File: src/design/gmis_pkg.sv
`default_nettype none
package gmis_pkg;

	localparam int SEG_W     = 9;
	localparam int IDX_W     = 16;
	localparam int CFG_IDX_W = 2;

	// register indexes
	localparam logic [CFG_IDX_W-1:0] REG_SEGMENTS   = 2'd0;
	localparam logic [CFG_IDX_W-1:0] REG_STRIP_MODE = 2'd1;

	// strip mode phases
	localparam logic [2:0] PH_BEGIN = 3'd0;
	localparam logic [2:0] PH_NEXT  = 3'd1;
	localparam logic [2:0] PH_CUR   = 3'd2;
	localparam logic [2:0] PH_END   = 3'd3;

	// list mode corners of a quad: v, v+1, v+S, v+1, v+S+1, v+S
	localparam logic [2:0] LQ_TL  = 3'd0;
	localparam logic [2:0] LQ_TR  = 3'd1;
	localparam logic [2:0] LQ_BL  = 3'd2;
	localparam logic [2:0] LQ_TR2 = 3'd3;
	localparam logic [2:0] LQ_BR  = 3'd4;
	localparam logic [2:0] LQ_BL2 = 3'd5;

	typedef struct packed {
		logic [SEG_W-1:0] segments;
		logic             strip_mode;
		logic             write;
	} cfg_t;

	typedef struct packed {
		logic [IDX_W-1:0] vertex_index;
		logic             last;
		logic             done_res;
	} result_t;

endpackage
`default_nettype wire

File: src/design/grid_mesh_index_sequencer.sv
`default_nettype none
// Grid mesh index sequencer: streams the vertex index list of a square grid.
// Input channel (in_valid / in_stall / restart): every accepted item asks for
//   one index; restart = 1 starts the list over and returns its first index.
// Output channel (out_valid / out_stall / vertex_index, last, done_res): one
//   result item per input item, in order. last marks the final index of the
//   list; done_res = 1 (index 0) answers a request after the list has ended.
// Config port (cfg_we / cfg_index / cfg_data): segments (index 0, clamped to
//   2..MAX_SEGMENTS) and strip_mode (index 1). A write to either ends the
//   running list. Write only while no item is in flight.
// Timing: an accepted item is held in the input register, and its result is
//   registered in the output register. One item per cycle is sustained while
//   out_stall is low; the state loop (row, column, phase, base) uses adders only.
// Stall: the input register keeps taking an item while the output register
//   holds a stalled result; in_stall rises only when both are occupied.
// Reset: both stages empty, segments = 2, strip_mode = 1, and requests answer
//   done until the first restart.
module grid_mesh_index_sequencer #(
	parameter int MAX_SEGMENTS = 256
) (
	input  wire                            clk,
	input  wire                            arst_n,
	input  wire                            cfg_we,
	input  wire [gmis_pkg::CFG_IDX_W-1:0]  cfg_index,
	input  wire [gmis_pkg::SEG_W-1:0]      cfg_data,
	input  wire                            in_valid,
	output logic                           in_stall,
	input  wire                            restart,
	output logic                           out_valid,
	input  wire                            out_stall,
	output logic [gmis_pkg::IDX_W-1:0]     vertex_index,
	output logic                           last,
	output logic                           done_res
);
	import gmis_pkg::*;

	// row and column counters only need to reach MAX_SEGMENTS-1
	localparam int CW = $clog2(MAX_SEGMENTS);

	cfg_t    cfg;
	result_t step_res, out_res;
	logic    valid_s1, restart_s1;
	logic    advance, step_en, finished, accept;

	gmis_cfg #(
		.MAX_SEGMENTS(MAX_SEGMENTS)
	) u_cfg (
		.clk      (clk),
		.arst_n   (arst_n),
		.cfg_we   (cfg_we),
		.cfg_index(cfg_index),
		.cfg_data (cfg_data),
		.cfg      (cfg)
	);

	// input register
	assign in_stall = valid_s1 && !advance;
	assign accept   = in_valid && !in_stall;

	always_ff @(posedge clk or negedge arst_n) begin
		if (!arst_n) begin
			valid_s1 <= 1'b0;
		end else if (!in_stall) begin
			valid_s1 <= in_valid;
		end
	end

	always_ff @(posedge clk) begin
		if (accept) begin
			restart_s1 <= restart;
		end
	end

	// state advances exactly when the item moves into the output register
	assign step_en = valid_s1 && advance;

	gmis_core #(
		.CW(CW)
	) u_core (
		.clk     (clk),
		.arst_n  (arst_n),
		.cfg     (cfg),
		.step_en (step_en),
		.restart (restart_s1),
		.res     (step_res),
		.finished(finished)
	);

	gmis_out_reg u_out (
		.clk      (clk),
		.arst_n   (arst_n),
		.in_valid (valid_s1),
		.in_res   (step_res),
		.advance  (advance),
		.out_valid(out_valid),
		.out_stall(out_stall),
		.out_res  (out_res)
	);

	assign vertex_index = out_res.vertex_index;
	assign last         = out_res.last;
	assign done_res     = out_res.done_res;

	// a done answer never carries an index or a last mark
	a_done_clean: assert property (@(posedge clk) disable iff (!arst_n)
		out_valid && done_res |-> vertex_index == '0 && !last)
		else $error("done result carries index or last");

	// back-to-back steps need a fresh item accepted in between
	a_one_step: assert property (@(posedge clk) disable iff (!arst_n)
		step_en |=> !step_en || $past(accept))
		else $error("item stepped twice");

	// any register write ends the list
	a_cfg_ends: assert property (@(posedge clk) disable iff (!arst_n)
		cfg_we && (cfg_index == REG_SEGMENTS || cfg_index == REG_STRIP_MODE)
		|=> finished)
		else $error("list still running after config write");

	// a result marked last leaves the list finished
	a_last_fin: assert property (@(posedge clk) disable iff (!arst_n)
		step_en && step_res.last && !cfg.write |=> finished)
		else $error("list not finished after last index");

endmodule
`default_nettype wire

File: src/design/gmis_cfg.sv
`default_nettype none
module gmis_cfg #(
	parameter int MAX_SEGMENTS = 256
) (
	input  wire                                 clk,
	input  wire                                 arst_n,
	input  wire                                 cfg_we,
	input  wire  [gmis_pkg::CFG_IDX_W-1:0]      cfg_index,
	input  wire  [gmis_pkg::SEG_W-1:0]          cfg_data,
	output gmis_pkg::cfg_t                      cfg
);
	import gmis_pkg::*;

	localparam logic [SEG_W-1:0] SEG_MIN = SEG_W'(2);
	localparam logic [SEG_W-1:0] SEG_MAX = SEG_W'(MAX_SEGMENTS);

	logic [SEG_W-1:0] seg_q;
	logic             strip_q;
	logic [SEG_W-1:0] seg_clamped;

	always_comb begin
		priority if (cfg_data < SEG_MIN) begin
			seg_clamped = SEG_MIN;
		end else if (cfg_data > SEG_MAX) begin
			seg_clamped = SEG_MAX;
		end else begin
			seg_clamped = cfg_data;
		end
	end

	// segments is held already clamped
	always_ff @(posedge clk or negedge arst_n) begin
		if (!arst_n) begin
			seg_q   <= SEG_MIN;
			strip_q <= 1'b1;
		end else if (cfg_we) begin
			if (cfg_index == REG_SEGMENTS) begin
				seg_q <= seg_clamped;
			end
			if (cfg_index == REG_STRIP_MODE) begin
				strip_q <= cfg_data[0];
			end
		end
	end

	assign cfg.segments   = seg_q;
	assign cfg.strip_mode = strip_q;
	assign cfg.write      = cfg_we &&
		(cfg_index == REG_SEGMENTS || cfg_index == REG_STRIP_MODE);

endmodule
`default_nettype wire

File: src/design/gmis_core.sv
`default_nettype none
module gmis_core #(
	parameter int CW = 8
) (
	input  wire                 clk,
	input  wire                 arst_n,
	input  gmis_pkg::cfg_t      cfg,
	input  wire                 step_en,
	input  wire                 restart,
	output gmis_pkg::result_t   res,
	output logic                finished
);
	import gmis_pkg::*;

	logic [CW-1:0]    row_q, col_q;
	logic [2:0]       phase_q;
	logic [IDX_W-1:0] base_q;   // row_q * segments, kept by adding
	logic             fin_q;

	logic [CW-1:0]    r, c, r_nx, c_nx;
	logic [2:0]       ph, ph_nx;
	logic [IDX_W-1:0] base, base_nx, s16, c16, v;
	logic             fin, fin_nx, is_last;
	logic             row_end, col_end_strip, col_end_list;

	always_comb begin
		// restart overrides the state before the step
		if (restart) begin
			r    = '0;
			c    = '0;
			ph   = cfg.strip_mode ? PH_NEXT : LQ_TL;
			base = '0;
			fin  = 1'b0;
		end else begin
			r    = row_q;
			c    = col_q;
			ph   = phase_q;
			base = base_q;
			fin  = fin_q;
		end

		s16           = IDX_W'(cfg.segments);
		c16           = IDX_W'(c);
		row_end       = SEG_W'(r) >= cfg.segments - SEG_W'(2);
		col_end_strip = SEG_W'(c) >= cfg.segments - SEG_W'(1);
		col_end_list  = SEG_W'(c) >= cfg.segments - SEG_W'(2);

		r_nx    = r;
		c_nx    = c;
		ph_nx   = ph;
		base_nx = base;
		fin_nx  = fin;
		is_last = 1'b0;
		v       = '0;

		if (fin) begin
			v = '0;
		end else if (cfg.strip_mode) begin
			unique case (ph)
				PH_BEGIN: begin
					v     = base + s16;
					c_nx  = '0;
					ph_nx = PH_NEXT;
				end
				PH_CUR: begin
					v = base + c16;
					if (col_end_strip) begin
						ph_nx = PH_END;
					end else begin
						c_nx  = c + CW'(1);
						ph_nx = PH_NEXT;
					end
				end
				PH_END: begin
					v = base + s16 - IDX_W'(1);
					if (row_end) begin
						is_last = 1'b1;
						fin_nx  = 1'b1;
					end else begin
						r_nx    = r + CW'(1);
						c_nx    = '0;
						base_nx = base + s16;
						ph_nx   = PH_BEGIN;
					end
				end
				default: begin
					v     = base + s16 + c16;
					ph_nx = PH_CUR;
				end
			endcase
		end else begin
			unique case (ph)
				LQ_TL:   v = base + c16;
				LQ_TR:   v = base + c16 + IDX_W'(1);
				LQ_BL:   v = base + c16 + s16;
				LQ_TR2:  v = base + c16 + IDX_W'(1);
				LQ_BR:   v = base + c16 + s16 + IDX_W'(1);
				default: v = base + c16 + s16;
			endcase
			if (ph < LQ_BL2) begin
				ph_nx = ph + 3'd1;
			end else begin
				ph_nx = LQ_TL;
				if (col_end_list) begin
					if (row_end) begin
						is_last = 1'b1;
						fin_nx  = 1'b1;
					end else begin
						r_nx    = r + CW'(1);
						c_nx    = '0;
						base_nx = base + s16;
					end
				end else begin
					c_nx = c + CW'(1);
				end
			end
		end

		res.vertex_index = v;
		res.last         = is_last;
		res.done_res     = fin;
	end

	always_ff @(posedge clk or negedge arst_n) begin
		if (!arst_n) begin
			row_q   <= '0;
			col_q   <= '0;
			phase_q <= '0;
			base_q  <= '0;
			fin_q   <= 1'b1;
		end else if (cfg.write) begin
			fin_q <= 1'b1;
		end else if (step_en) begin
			row_q   <= r_nx;
			col_q   <= c_nx;
			phase_q <= ph_nx;
			base_q  <= base_nx;
			fin_q   <= fin_nx;
		end
	end

	assign finished = fin_q;

endmodule
`default_nettype wire

File: src/design/gmis_out_reg.sv
`default_nettype none
module gmis_out_reg (
	input  wire                 clk,
	input  wire                 arst_n,
	input  wire                 in_valid,
	input  gmis_pkg::result_t   in_res,
	output logic                advance,
	output logic                out_valid,
	input  wire                 out_stall,
	output gmis_pkg::result_t   out_res
);
	import gmis_pkg::*;

	logic    valid_q;
	result_t res_q;

	assign advance = !valid_q || !out_stall;

	always_ff @(posedge clk or negedge arst_n) begin
		if (!arst_n) begin
			valid_q <= 1'b0;
		end else if (advance) begin
			valid_q <= in_valid;
		end
	end

	always_ff @(posedge clk) begin
		if (advance && in_valid) begin
			res_q <= in_res;
		end
	end

	assign out_valid = valid_q;
	assign out_res   = res_q;

endmodule
`default_nettype wire

File: config.mk
export PLATFORM = sky130hd
export DESIGN_NAME = grid_mesh_index_sequencer
export DESIGN_NICKNAME = d
export VERILOG_FILES = /design/src/design/gmis_pkg.sv /design/src/design/grid_mesh_index_sequencer.sv /design/src/design/gmis_cfg.sv /design/src/design/gmis_core.sv /design/src/design/gmis_out_reg.sv
export SDC_FILE = /design/constraint.sdc
export NUM_CORES = 1
export LEC_CHECK = 0
export BUFFER_PORTS_ARGS = -buffer_cell sky130_fd_sc_hd__buf_4
export CAP_MARGIN = 10
export CELL_PAD_IN_SITES_DETAIL_PLACEMENT = 1
export CELL_PAD_IN_SITES_GLOBAL_PLACEMENT = 1
export CORE_MARGIN = 1
export CORE_UTILIZATION = 44
export CTS_CLUSTER_DIAMETER = 60
export CTS_CLUSTER_SIZE = 20
export DETAILED_ROUTE_END_ITERATION = 7
export MAX_ROUTING_LAYER = met4
export PLACE_DENSITY_LB_ADDON = 0.1
export SYNTH_ARGS = -nofsm -noshare
export SYNTH_HDL_FRONTEND = slang
export SYNTH_SLANG_ARGS = --single-unit
File: constraint.sdc
create_clock -name clk -period 6.25 [get_ports clk]
set_clock_uncertainty 0.2 [all_clocks]
set_input_delay 1.5625 -clock clk [delete_from_list [all_inputs] [get_ports clk]]
set_output_delay 1.5625 -clock clk [all_outputs]
set_load 0.005 [all_outputs]
# Word-level counts from Yosys, hierarchy flattened
# Index checks and enable logic that the tools add are counted.
[word_totals]
reg_bits = 67
latch_bits = 0
mem_bits_rw = 0
romBits = 0
input_bits = 17
output_inout_bits = 20
word_cells = 98
mem_count = 0
[op_classes]
n_addsub = 12
mul = 0
div_mod_pow = 0
order_cmp = 6
n_eq_ne = 5
n_shift = 0
muxes = 44
n_bitwise = 1
n_reduce_logical = 17
[op_table]
columns = ["operator", "n"]
rows = [
  ["16-bit 2-to-1 mux", 8],
  ["8-bit 2-to-1 mux", 14],
  ["16-bit one-hot mux with 3 select lines", 2],
  ["16-bit by 1-bit adder with 16-bit output (second input constant)", 2],
  ["16-bit by 8-bit adder with 16-bit output", 2],
  ["16-bit by 9-bit adder with 16-bit output", 2],
  ["8-bit by 9-bit >= comparator with 1-bit output", 3],
  ["8-bit one-hot mux with 3 select lines", 1],
  ["9-bit 2-to-1 mux", 2],
  ["8-bit by 1-bit adder with 8-bit output (second input constant)", 2],
  ["16-bit by 1-bit subtractor with 16-bit output (second input constant)", 1],
  ["3-bit 2-to-1 mux", 5],
  ["1-bit 2-to-1 mux", 10],
  ["9-bit greater-than comparator (second input constant)", 1],
  ["9-bit by 2-bit < comparator with 1-bit output (second input constant)", 1],
  ["3-bit one-hot mux with 3 select lines", 1],
  ["9-bit by 1-bit subtractor with 9-bit output (second input constant)", 1],
  ["9-bit by 2-bit subtractor with 9-bit output (second input constant)", 1],
  ["3-bit by 2-bit equality test with 1-bit output (second input constant)", 2],
  ["2-bit AND reduction", 3],
  ["1-bit logical AND", 4],
  ["1-bit logical NOT", 4],
  ["3-bit by 1-bit adder with 3-bit output (second input constant)", 1],
  ["3-bit by 1-bit equality test with 1-bit output (second input constant)", 1],
  ["10 further kinds", 11],
]

# Depth between registers and ports, before layout
# Gate-level depths: netlist of the first run.
[logic_depth]
depth_word = 9
mapped_depth = 25
ltp_nobuf = 21

# Modules after synthesis
# Synthesis of the first run repeated with hierarchy kept, for this count alone.
[hier_totals]
cells_unflattened = 955
area_unflattened_um2 = 7920.1
[modules_own_cells]
columns = ["module", "instances", "cells_each", "area_each_um2", "seq_area_each_um2"]
rows = [
  ["gmis_core", 1, 882, 6762.7, 902.1],
  ["gmis_out_reg", 1, 22, 588.1, 565.5],
  ["gmis_cfg", 1, 44, 475.5, 252.7],
  ["grid_mesh_index_sequencer", 1, 7, 93.8, 55.1],
]

# Least setup slack after synthesis of the first run
# Ideal clock, no wire load.
[synth_timing]
kind = "reg-to-reg"
startpoint = "register restart_s1"
endpoint = "register u_out.res_q (netlist bit u_out.out_res[16]), data pin"
setup_time_ns = 0.271
t_arrival_ns = 5.712
t_required_ns = 5.779
path_slack_ns = 0.067
path_stages_with_launch = 23
n_path_buf = 7
period_less_slack_ns = 6.183
cell_sequence = "edfxtp_1 > buf_2 > clkbuf_1 > clkbuf_1 > buf_1 > clkbuf_1 > clkbuf_1 > nor2b_1 > ha_1 > and4b_4 > or4b_1 > buf_2 > o21ai_1 > xnor2_1 > ha_1 > o21a_1 > a41oi_1 > or4_1 > a211oi_1 > o2111ai_1 > xnor2_1 > a221oi_1 > a2111oi_2"
[synth_between]
elab_chain_len = 6
elab_cells_between_ends = 20
classes_between = "add/sub (7); eq/ne (4); mux (7); reduce/logical (2)"
[synth_lines]
columns = ["element", "line", "text"]
rows = [
  ["start: declaration", "grid_mesh_index_sequencer.sv:42", "logic valid_s1, restart_s1;"],
  ["start signal: assignment", "grid_mesh_index_sequencer.sv:70", "restart_s1 <= restart;"],
  ["16-bit 2-to-1 mux or 8-bit 2-to-1 mux (tied branches)", "gmis_core.sv:28", "if (restart) begin"],
  ["16-bit by 8-bit adder with 16-bit output", "-", ""],
  ["16-bit by 9-bit adder with 16-bit output", "gmis_core.sv:95, gmis_core.sv:97, gmis_core.sv:98", ""],
  ["16-bit by 1-bit adder with 16-bit output", "gmis_core.sv:97", "LQ_BR: v = base + c16 + s16 + IDX_W'(1);"],
  ["16-bit one-hot mux with 3 select lines", "gmis_core.sv:92", "unique case (ph)"],
  ["16-bit 2-to-1 mux", "gmis_core.sv:58", "end else if (cfg.strip_mode) begin"],
  ["end signal: assignment", "gmis_out_reg.sv:29", "res_q <= in_res;"],
  ["end: declaration", "gmis_out_reg.sv:15", "result_t res_q;"],
]
# Several ways; a longest one is shown, not always the timed one.
# A chain may end at the register's enable or synchronous reset.

# Worst setup path after layout of the first run
# Ends and elaborated chain as after synthesis.

==> results.ini, run 1 <==
[synth]
synth_area_per_cell_sq_um = 8.166
async_reset_ff_frac = 0.7164
syn_nets = 1103
netlist_area_sq_um = 8255
synth.top_cell.area_share = 0.1364
synth-edff-count = 19
yosys_warnings = 0
synth-seq-cells = 67
synthFlopType = dfrtp_1
syn_inst = 1011
synthTopCellsByArea = dfrtp_1 (14%), ha_1 (11%), edfxtp_1 (6.9%), xnor2_1 (5.5%), nand2_1 (4.1%)
synth_area_leader_cell = dfrtp_1
synth_cell_types = 96
yosysSeqAreaShare = 0.2151

[route]
drt-initial-drc-count = 603
vias_per_cell = 6.484
drt-pass1-iter-count = 7
antenna_violating_nets_post_route = 0
vias = 8189
wire_per_inst_microns = 23.48
route.detailed.drc = 0
wirelength_microns = 29660

[global_routing]
grt_pass1_wl_microns = 46950
grt_remaining_overflow = 0
antenna_found_initial = 0
grt_start_max_net_pins = 59
grt_pass1_vias = 8280
grt_usage = 0.3248

[cts]
root_buffer = clkbuf_16
cts_setup_buffers = 0
cts_resized = 0
clk_pin_slew_ps = 70
tritoncts.num_buffers = 9
clk_path_buf_depth = 2
ctsHoldBuffers = 0
clk_latency_ps = 360
htree_levels = 3
numClockSinks = 67
cts_tree = built

[sta]
worst_slew_pin_slew_ps = 1056
post-route-period-util = 0.9182
fmax_mhz = 174.3
final.setup.tns_ps = 0
worst_slack_ps = 511.3
max_slew_margin = 0.2932
min_period_ps = 5739
hold_viol = 0
slew_violations = 0
rsz0062_at_grt = false
final-setup-viol-count = 0

[power]
pwr_density_cell_nw_per_um2 = 277.1
leakage_uw = 0.003916
peakVddDrop_mv = 0.1965

[hold_path]
holdCritPathClass = flip-flop to flip-flop

[critical_path]
worstSetupStartpointType = flip-flop
slowest_delay_ps = 630
crit_fanout = 8
arrival_ps = 5610
crit_buf_inv = 3
crit_path_top_delay_cell = or4b_1
cp_top_family = simple AND/OR/NAND/NOR gates
crit_chain = inv_1, nand2_1, clkinv_1, ha_1, and4b_4, or4b_1, o21ai_1, xnor2_1, ha_1, o21a_1, a21o_1, a41oi_1, buf_4, or4_1, a211oi_1, o2111ai_1, xnor2_1, a221oi_1, a2111oi_2
crit_type = flip-flop to flip-flop
endpoint_kind = flip-flop
required_ps = 6120

[final_layout]
antenna_cells = 0
fin_nets = 1121
drive_gt1_frac = 0.1170
multi_input_area_sq_um = 6133
regArea_sq_um = 1775
area_growth_pct = 9.912
n_fill_cell = 2206

[placement]
place_ws_ps = 563.4
dpl.hpwl_microns = 22230
portBuffers = 36
gp_congestion = 0.9350

[floorplan]
core_sq_um = 18150
num_rows = 49
die-area_sq_um = 19310
initial_utilization = 0.4549
fp.dieW_microns = 139.0
fp.dieH_microns = 139.0
ios = 37

[outcome]
status = completed

[flow_run]
cap_viol_max_count = 0

==> logic make-up after synthesis <==
family | after synthesis | share of synthesized area
mux | 14 | 0.01728
buf+inv | 86 | 0.04334
flops | 67 | 0.2151
compound gates | 319 | 0.2839
xor+xnor | 88 | 0.09685
simple gates | 360 | 0.2257
fa+ha+maj | 77 | 0.1179
==> stage by stage <==
| stage | total power (uW) | instance area (sq um) | std cells | hold WS [ps] | util |
|---|---|---|---|---|---|
| after floorplan | 1505 | 8255 | 1011 | 249.2 | - |
| after global placement | 1934 | 8778 | 1247 | 270.6 | 0.4837 |
| after detailed placement | 1959 | 8778 | 1247 | 277.7 | 0.4837 |
| after CTS | 2499 | 9074 | 1263 | 299.2 | 0.5000 |
| after global routing | 2677 | 9074 | 1263 | 325.2 | 0.5000 |
| final | 2514 | 9074 | 1263 | 293.1 | 0.5000 |
==> layout make-up <==
cell class	count	share of cell area
Clock inverter	6	0.004964
Timing Repair Buffer	59	0.05019
Sequential cell	67	0.1957
Clock buffer	10	0.02758
Multi-Input combinational cell	858	0.6760
Inverter	34	0.01407
Tap cell	229	0.03158
==> state kept, by name (all words and copies together) (netlist names) <==
name and flops:
u_core.base_q 16, u_out.out_res 18, valid_s1 1, u_cfg.strip_q 1, u_cfg.seg_q 9, u_core.phase_q 3
u_core.row_q 8, restart_s1 1, u_out.out_valid 1, u_core.finished 1, u_core.col_q 8
==> final timing paths <==
path / slack, ps / depth (start not counted) / from / end
worst min-delay path: 290 / 1 / valid_s1$_DFFE_PN0N_ / u_out.out_valid$_DFFE_PN0N_
worst max register to register: 510 / 19 / restart_s1$_DFFE_PP_ / u_out.out_res[16]$_SDFFCE_PP0P_
min in group asynchronous: 1060 / 1 / arst_n / u_core.row_q[4]$_DFFE_PN0P_
max in group asynchronous: 4320 / 1 / arst_n / u_core.base_q[14]$_DFFE_PN0P_
worst min register to register: 290 / 1 / valid_s1$_DFFE_PN0N_ / u_out.out_valid$_DFFE_PN0N_
worst max-delay path: 510 / 19 / restart_s1$_DFFE_PP_ / u_out.out_res[16]$_SDFFCE_PP0P_
==> cells in the mapped netlist, types with 19 or more instances <==
| cell | count |
|---|---|
| nand2b_1 | 19 |
| xnor2_1 | 52 |
| nand2_1 | 90 |
| edfxtp_1 | 19 |
| inv_1 | 33 |
| o21ai_0 | 50 |
| nor3_1 | 32 |
| dfrtp_1 | 45 |
| nand3_1 | 28 |
| nor2b_1 | 36 |
| a21oi_1 | 64 |
| ha_1 | 73 |
| xor2_1 | 33 |
| a22o_1 | 25 |
| clkbuf_1 | 34 |
| nor2_1 | 76 |
==> cells in the final DEF, fill, tap and decap left out, types with 35 or more instances in the layout <==
master	n
buf_4	58
ha_1	73
nor2b_1	35
nand2_1	90
nor2_1	76
dfrtp_1	45
xnor2_1	52
o21ai_0	50
a21oi_1	64
==> per-layer routing <==
metal	global-route usage	part of all wire	wire length [microns]
met1	0.4249	0.46	13700
met2	0.5245	0.46	13700
met3	0.03108	0.049	1450
met4	0.1105	0.027	809
met5	-	0	0
==> power by group <==
group          switching (uW)  total (uW)  leakage (uW)  internal, uW
Clock                     237         532      0.000145           296
Combinational             883        1400       0.00295           518
Sequential               69.5         582      0.000826           513
Total                    1190        2510       0.00392          1330
==> worst register-to-register path, stage by stage (launching register included) <==
cell and delay (ps):
edfxtp_1 390, inv_1 110, nand2_1 200, clkinv_1 320
ha_1 450, and4b_4 220, or4b_1 630, o21ai_1 220
xnor2_1 170, ha_1 410, o21a_1 210, a21o_1 150
a41oi_1 50, buf_4 190, or4_1 500, a211oi_1 250
o2111ai_1 190, xnor2_1 180, a221oi_1 360, a2111oi_2 60
Note: power is estimated with default switching activity, not from simulation.
==> run 2, diff against run 1 <==
- CORE_UTILIZATION: 44 -> 45
- CTS_BUF_LIST: unset -> sky130_fd_sc_hd__clkbuf_8
==> results.ini, run 2 (synthesis gave the netlist of run 1 again) <==
[outcome]
status = completed

[floorplan]
num_rows = 49  ; unchanged
initial_utilization = 0.4596  ; +0.004658
fp.dieH_microns = 137.4  ; -1.1%
ios = 37  ; unchanged
die-area_sq_um = 18890  ; -2.2%
core_sq_um = 17960  ; -1.0%
fp.dieW_microns = 137.4  ; -1.1%

[sta]
holdWs_ps = 288.8  ; -4.348 ps
hold_viol = 0  ; unchanged
final-setup-viol-count = 0  ; unchanged
final.setup.tns_ps = 0  ; unchanged
worst_slew_pin_slew_ps = 1130  ; +73.84 ps
min_period_ps = 5882  ; +143.5 ps
post-route-period-util = 0.9411  ; +0.02296
fmax_mhz = 170.0  ; -2.4%
slew_violations = 0  ; unchanged
worst_slack_ps = 367.8  ; -143.5 ps
rsz0062_at_grt = false
max_slew_margin = 0.2438  ; -0.04941

[power]
power_switching_uw = 1160  ; -2.4%
intPower_uw = 1215  ; -8.3%
total_power_uw = 2375  ; -5.5%
p_clk_frac = 0.168  ; -0.044
leakage_uw = 0.003849  ; -1.7%
seq_power_share = 0.245  ; +0.014
pwr_density_cell_nw_per_um2 = 265.1  ; -4.3%
switching_share = 0.4883  ; +0.01561
peakVddDrop_mv = 0.1580  ; -20%
p_comb_frac = 0.587  ; +0.030

[cts]
clk_latency_ps = 370  ; about the same
tritoncts.num_buffers = 9  ; unchanged
root_buffer = clkbuf_8
cts_setup_buffers = 0  ; unchanged
clk_path_buf_depth = 2  ; unchanged
clk_pin_slew_ps = 90  ; +20 ps
numClockSinks = 67  ; unchanged
htree_levels = 3  ; unchanged
cts_tree = built
ctsHoldBuffers = 0  ; unchanged

[global_routing]
grt_usage = 0.3354  ; +0.01060
grt_pass1_vias = 8077  ; -2.5%
grt_start_max_net_pins = 59  ; unchanged
antenna_found_initial = 1  ; +1
grt_pass1_wl_microns = 46090  ; -1.8%
grt_remaining_overflow = 0  ; unchanged

[critical_path]
required_ps = 6150  ; +30 ps
r2r-end = u_out.out_res[14]$_SDFFCE_PP0P_
cp_top_family = compound AO/OA/AOI/OAI gates
endpoint_kind = flip-flop
reg2reg_slack_ps = 370  ; -140 ps
worstSetupStartpointType = flip-flop
crit_chain = inv_1, nand2_1, inv_1, ha_1, ha_1, a211oi_1, or4_1, a21oi_2, xnor2_1, inv_1, ha_1, nand3_1, o2111ai_1, a21oi_1, mux2i_1, o221ai_1, nor4_4, o2111ai_1, o31a_1, a21oi_1, a211oi_2
crit_buf_inv = 3  ; unchanged
crit_fanout = 7  ; -1
reg2reg_depth = 21  ; +2
slowest_delay_ps = 540  ; -90 ps
arrival_ps = 5790  ; +180 ps
crit_type = flip-flop to flip-flop
r2r-start = restart_s1$_DFFE_PP_
crit_path_top_delay_cell = or4_1

[final_layout]
drive_gt1_frac = 0.1136  ; -0.003429
mostFrequentLayoutCells = nand2_1 (90), nor2_1 (76), ha_1 (73)
largest_reg_flops = 18  ; unchanged
utilization = 0.4988  ; -0.001219
area_growth_pct = 8.533
fin_nets = 1117  ; -0.36%
layout_commonest_cell = nand2_1

[route]
drt-pass1-iter-count = 4  ; -3
antenna_violating_nets_post_route = 0  ; unchanged
vias = 8079  ; -1.3%
route.detailed.drc = 0  ; unchanged
vias_per_cell = 6.412  ; -1.1%
wire_per_inst_microns = 23.34  ; -0.61%
drt-initial-drc-count = 479  ; -21%
wirelength_microns = 29410  ; -0.85%

[hold_path]
hp-start = valid_s1$_DFFE_PN0N_
min_path_cells = 1  ; unchanged
holdCritPathClass = flip-flop to flip-flop
hold_end = u_out.out_valid$_DFFE_PN0N_

[placement]
portBuffers = 36  ; unchanged
place_ws_ps = 432.6  ; -130.8 ps
dpl.hpwl_microns = 22220  ; about the same
gp_congestion = 0.9442  ; +0.98%

[flow_run]
cap_viol_max_count = 0  ; unchanged

==> run 2: routing by layer <==
| metal | global-route usage | routed length [microns] | vias up |
|---|---|---|---|
| met4 | 0.1068 | 741 | 0 |
| li1 | - | - | 3802 |
| met5 | - | 0 | - |
| met2 | 0.5282 | 13460 | 219 |
| met3 | 0.03127 | 1362 | 49 |
| met1 | 0.4507 | 13840 | 4009 |
==> run 2: worst register-to-register path, stage by stage, from the launching register on <==
cell and delay, ps:
edfxtp_1 440, inv_1 200, nand2_1 220, inv_1 190
ha_1 200, ha_1 270, a211oi_1 80, or4_1 540
a21oi_2 170, xnor2_1 250, inv_1 130, ha_1 380
nand3_1 140, o2111ai_1 120, a21oi_1 300, mux2i_1 410
o221ai_1 280, nor4_4 270, o2111ai_1 230, o31a_1 320
a21oi_1 210, a211oi_2 70
==> run 2: area by class of cell <==
| class | instances | area (sq um) |
|---|---|---|
| multi-input cells | 858 | 6141 |
| clock buffers | 9 | 123.9 |
| fillers | 2184 | 9004 |
| repair buffers | 55 | 425.4 |
| flip-flops and latches | 67 | 1775 |
| diodes | 1 | 2.502 |
| well taps | 229 | 286.5 |
| inverters | 34 | 127.6 |
| clock inverters | 7 | 77.57 |
==> run 2: power by group through the flow <==
stage / Combinational [uW] / Sequential (uW) / Clock, uW
floorplan: 952 / 553 / 0
global placement: 1350 / 588 / 0
detailed placement: 1370 / 589 / 0
CTS: 1380 / 581 / 404
global route: 1520 / 590 / 419
finish: 1390 / 582 / 399
==> run 2: stage by stage <==
stage,instances,area [sq um]
final,1260,8960
after global routing,1260,8960
after CTS,1259,8956
after detailed placement,1243,8755
after global placement,1243,8755
after floorplan,1011,8255
==> run 2: worst max-delay path by stage <==
stage | start | endpoint | depth (start not counted)
2_1_floorplan | restart_s1$_DFFE_PP_ | u_out.out_res[16]$_SDFFCE_PP0P_ | 22
3_3_place_gp | restart_s1$_DFFE_PP_ | u_out.out_res[12]$_SDFFCE_PP0P_ | 21
3_5_place_dp | restart_s1$_DFFE_PP_ | u_out.out_res[12]$_SDFFCE_PP0P_ | 21
4_1_cts | restart_s1$_DFFE_PP_ | u_out.out_res[12]$_SDFFCE_PP0P_ | 21
5_1_grt | restart_s1$_DFFE_PP_ | u_out.out_res[14]$_SDFFCE_PP0P_ | 21
6_report | restart_s1$_DFFE_PP_ | u_out.out_res[14]$_SDFFCE_PP0P_ | 21
==> run 2: what timing repair did <==
action / 4_1_cts / 5_1_grt
endpoints found under the hold margin: 0 / 0
resized for setup: 0 / 1
endpoints found under the setup margin: 0 / 1
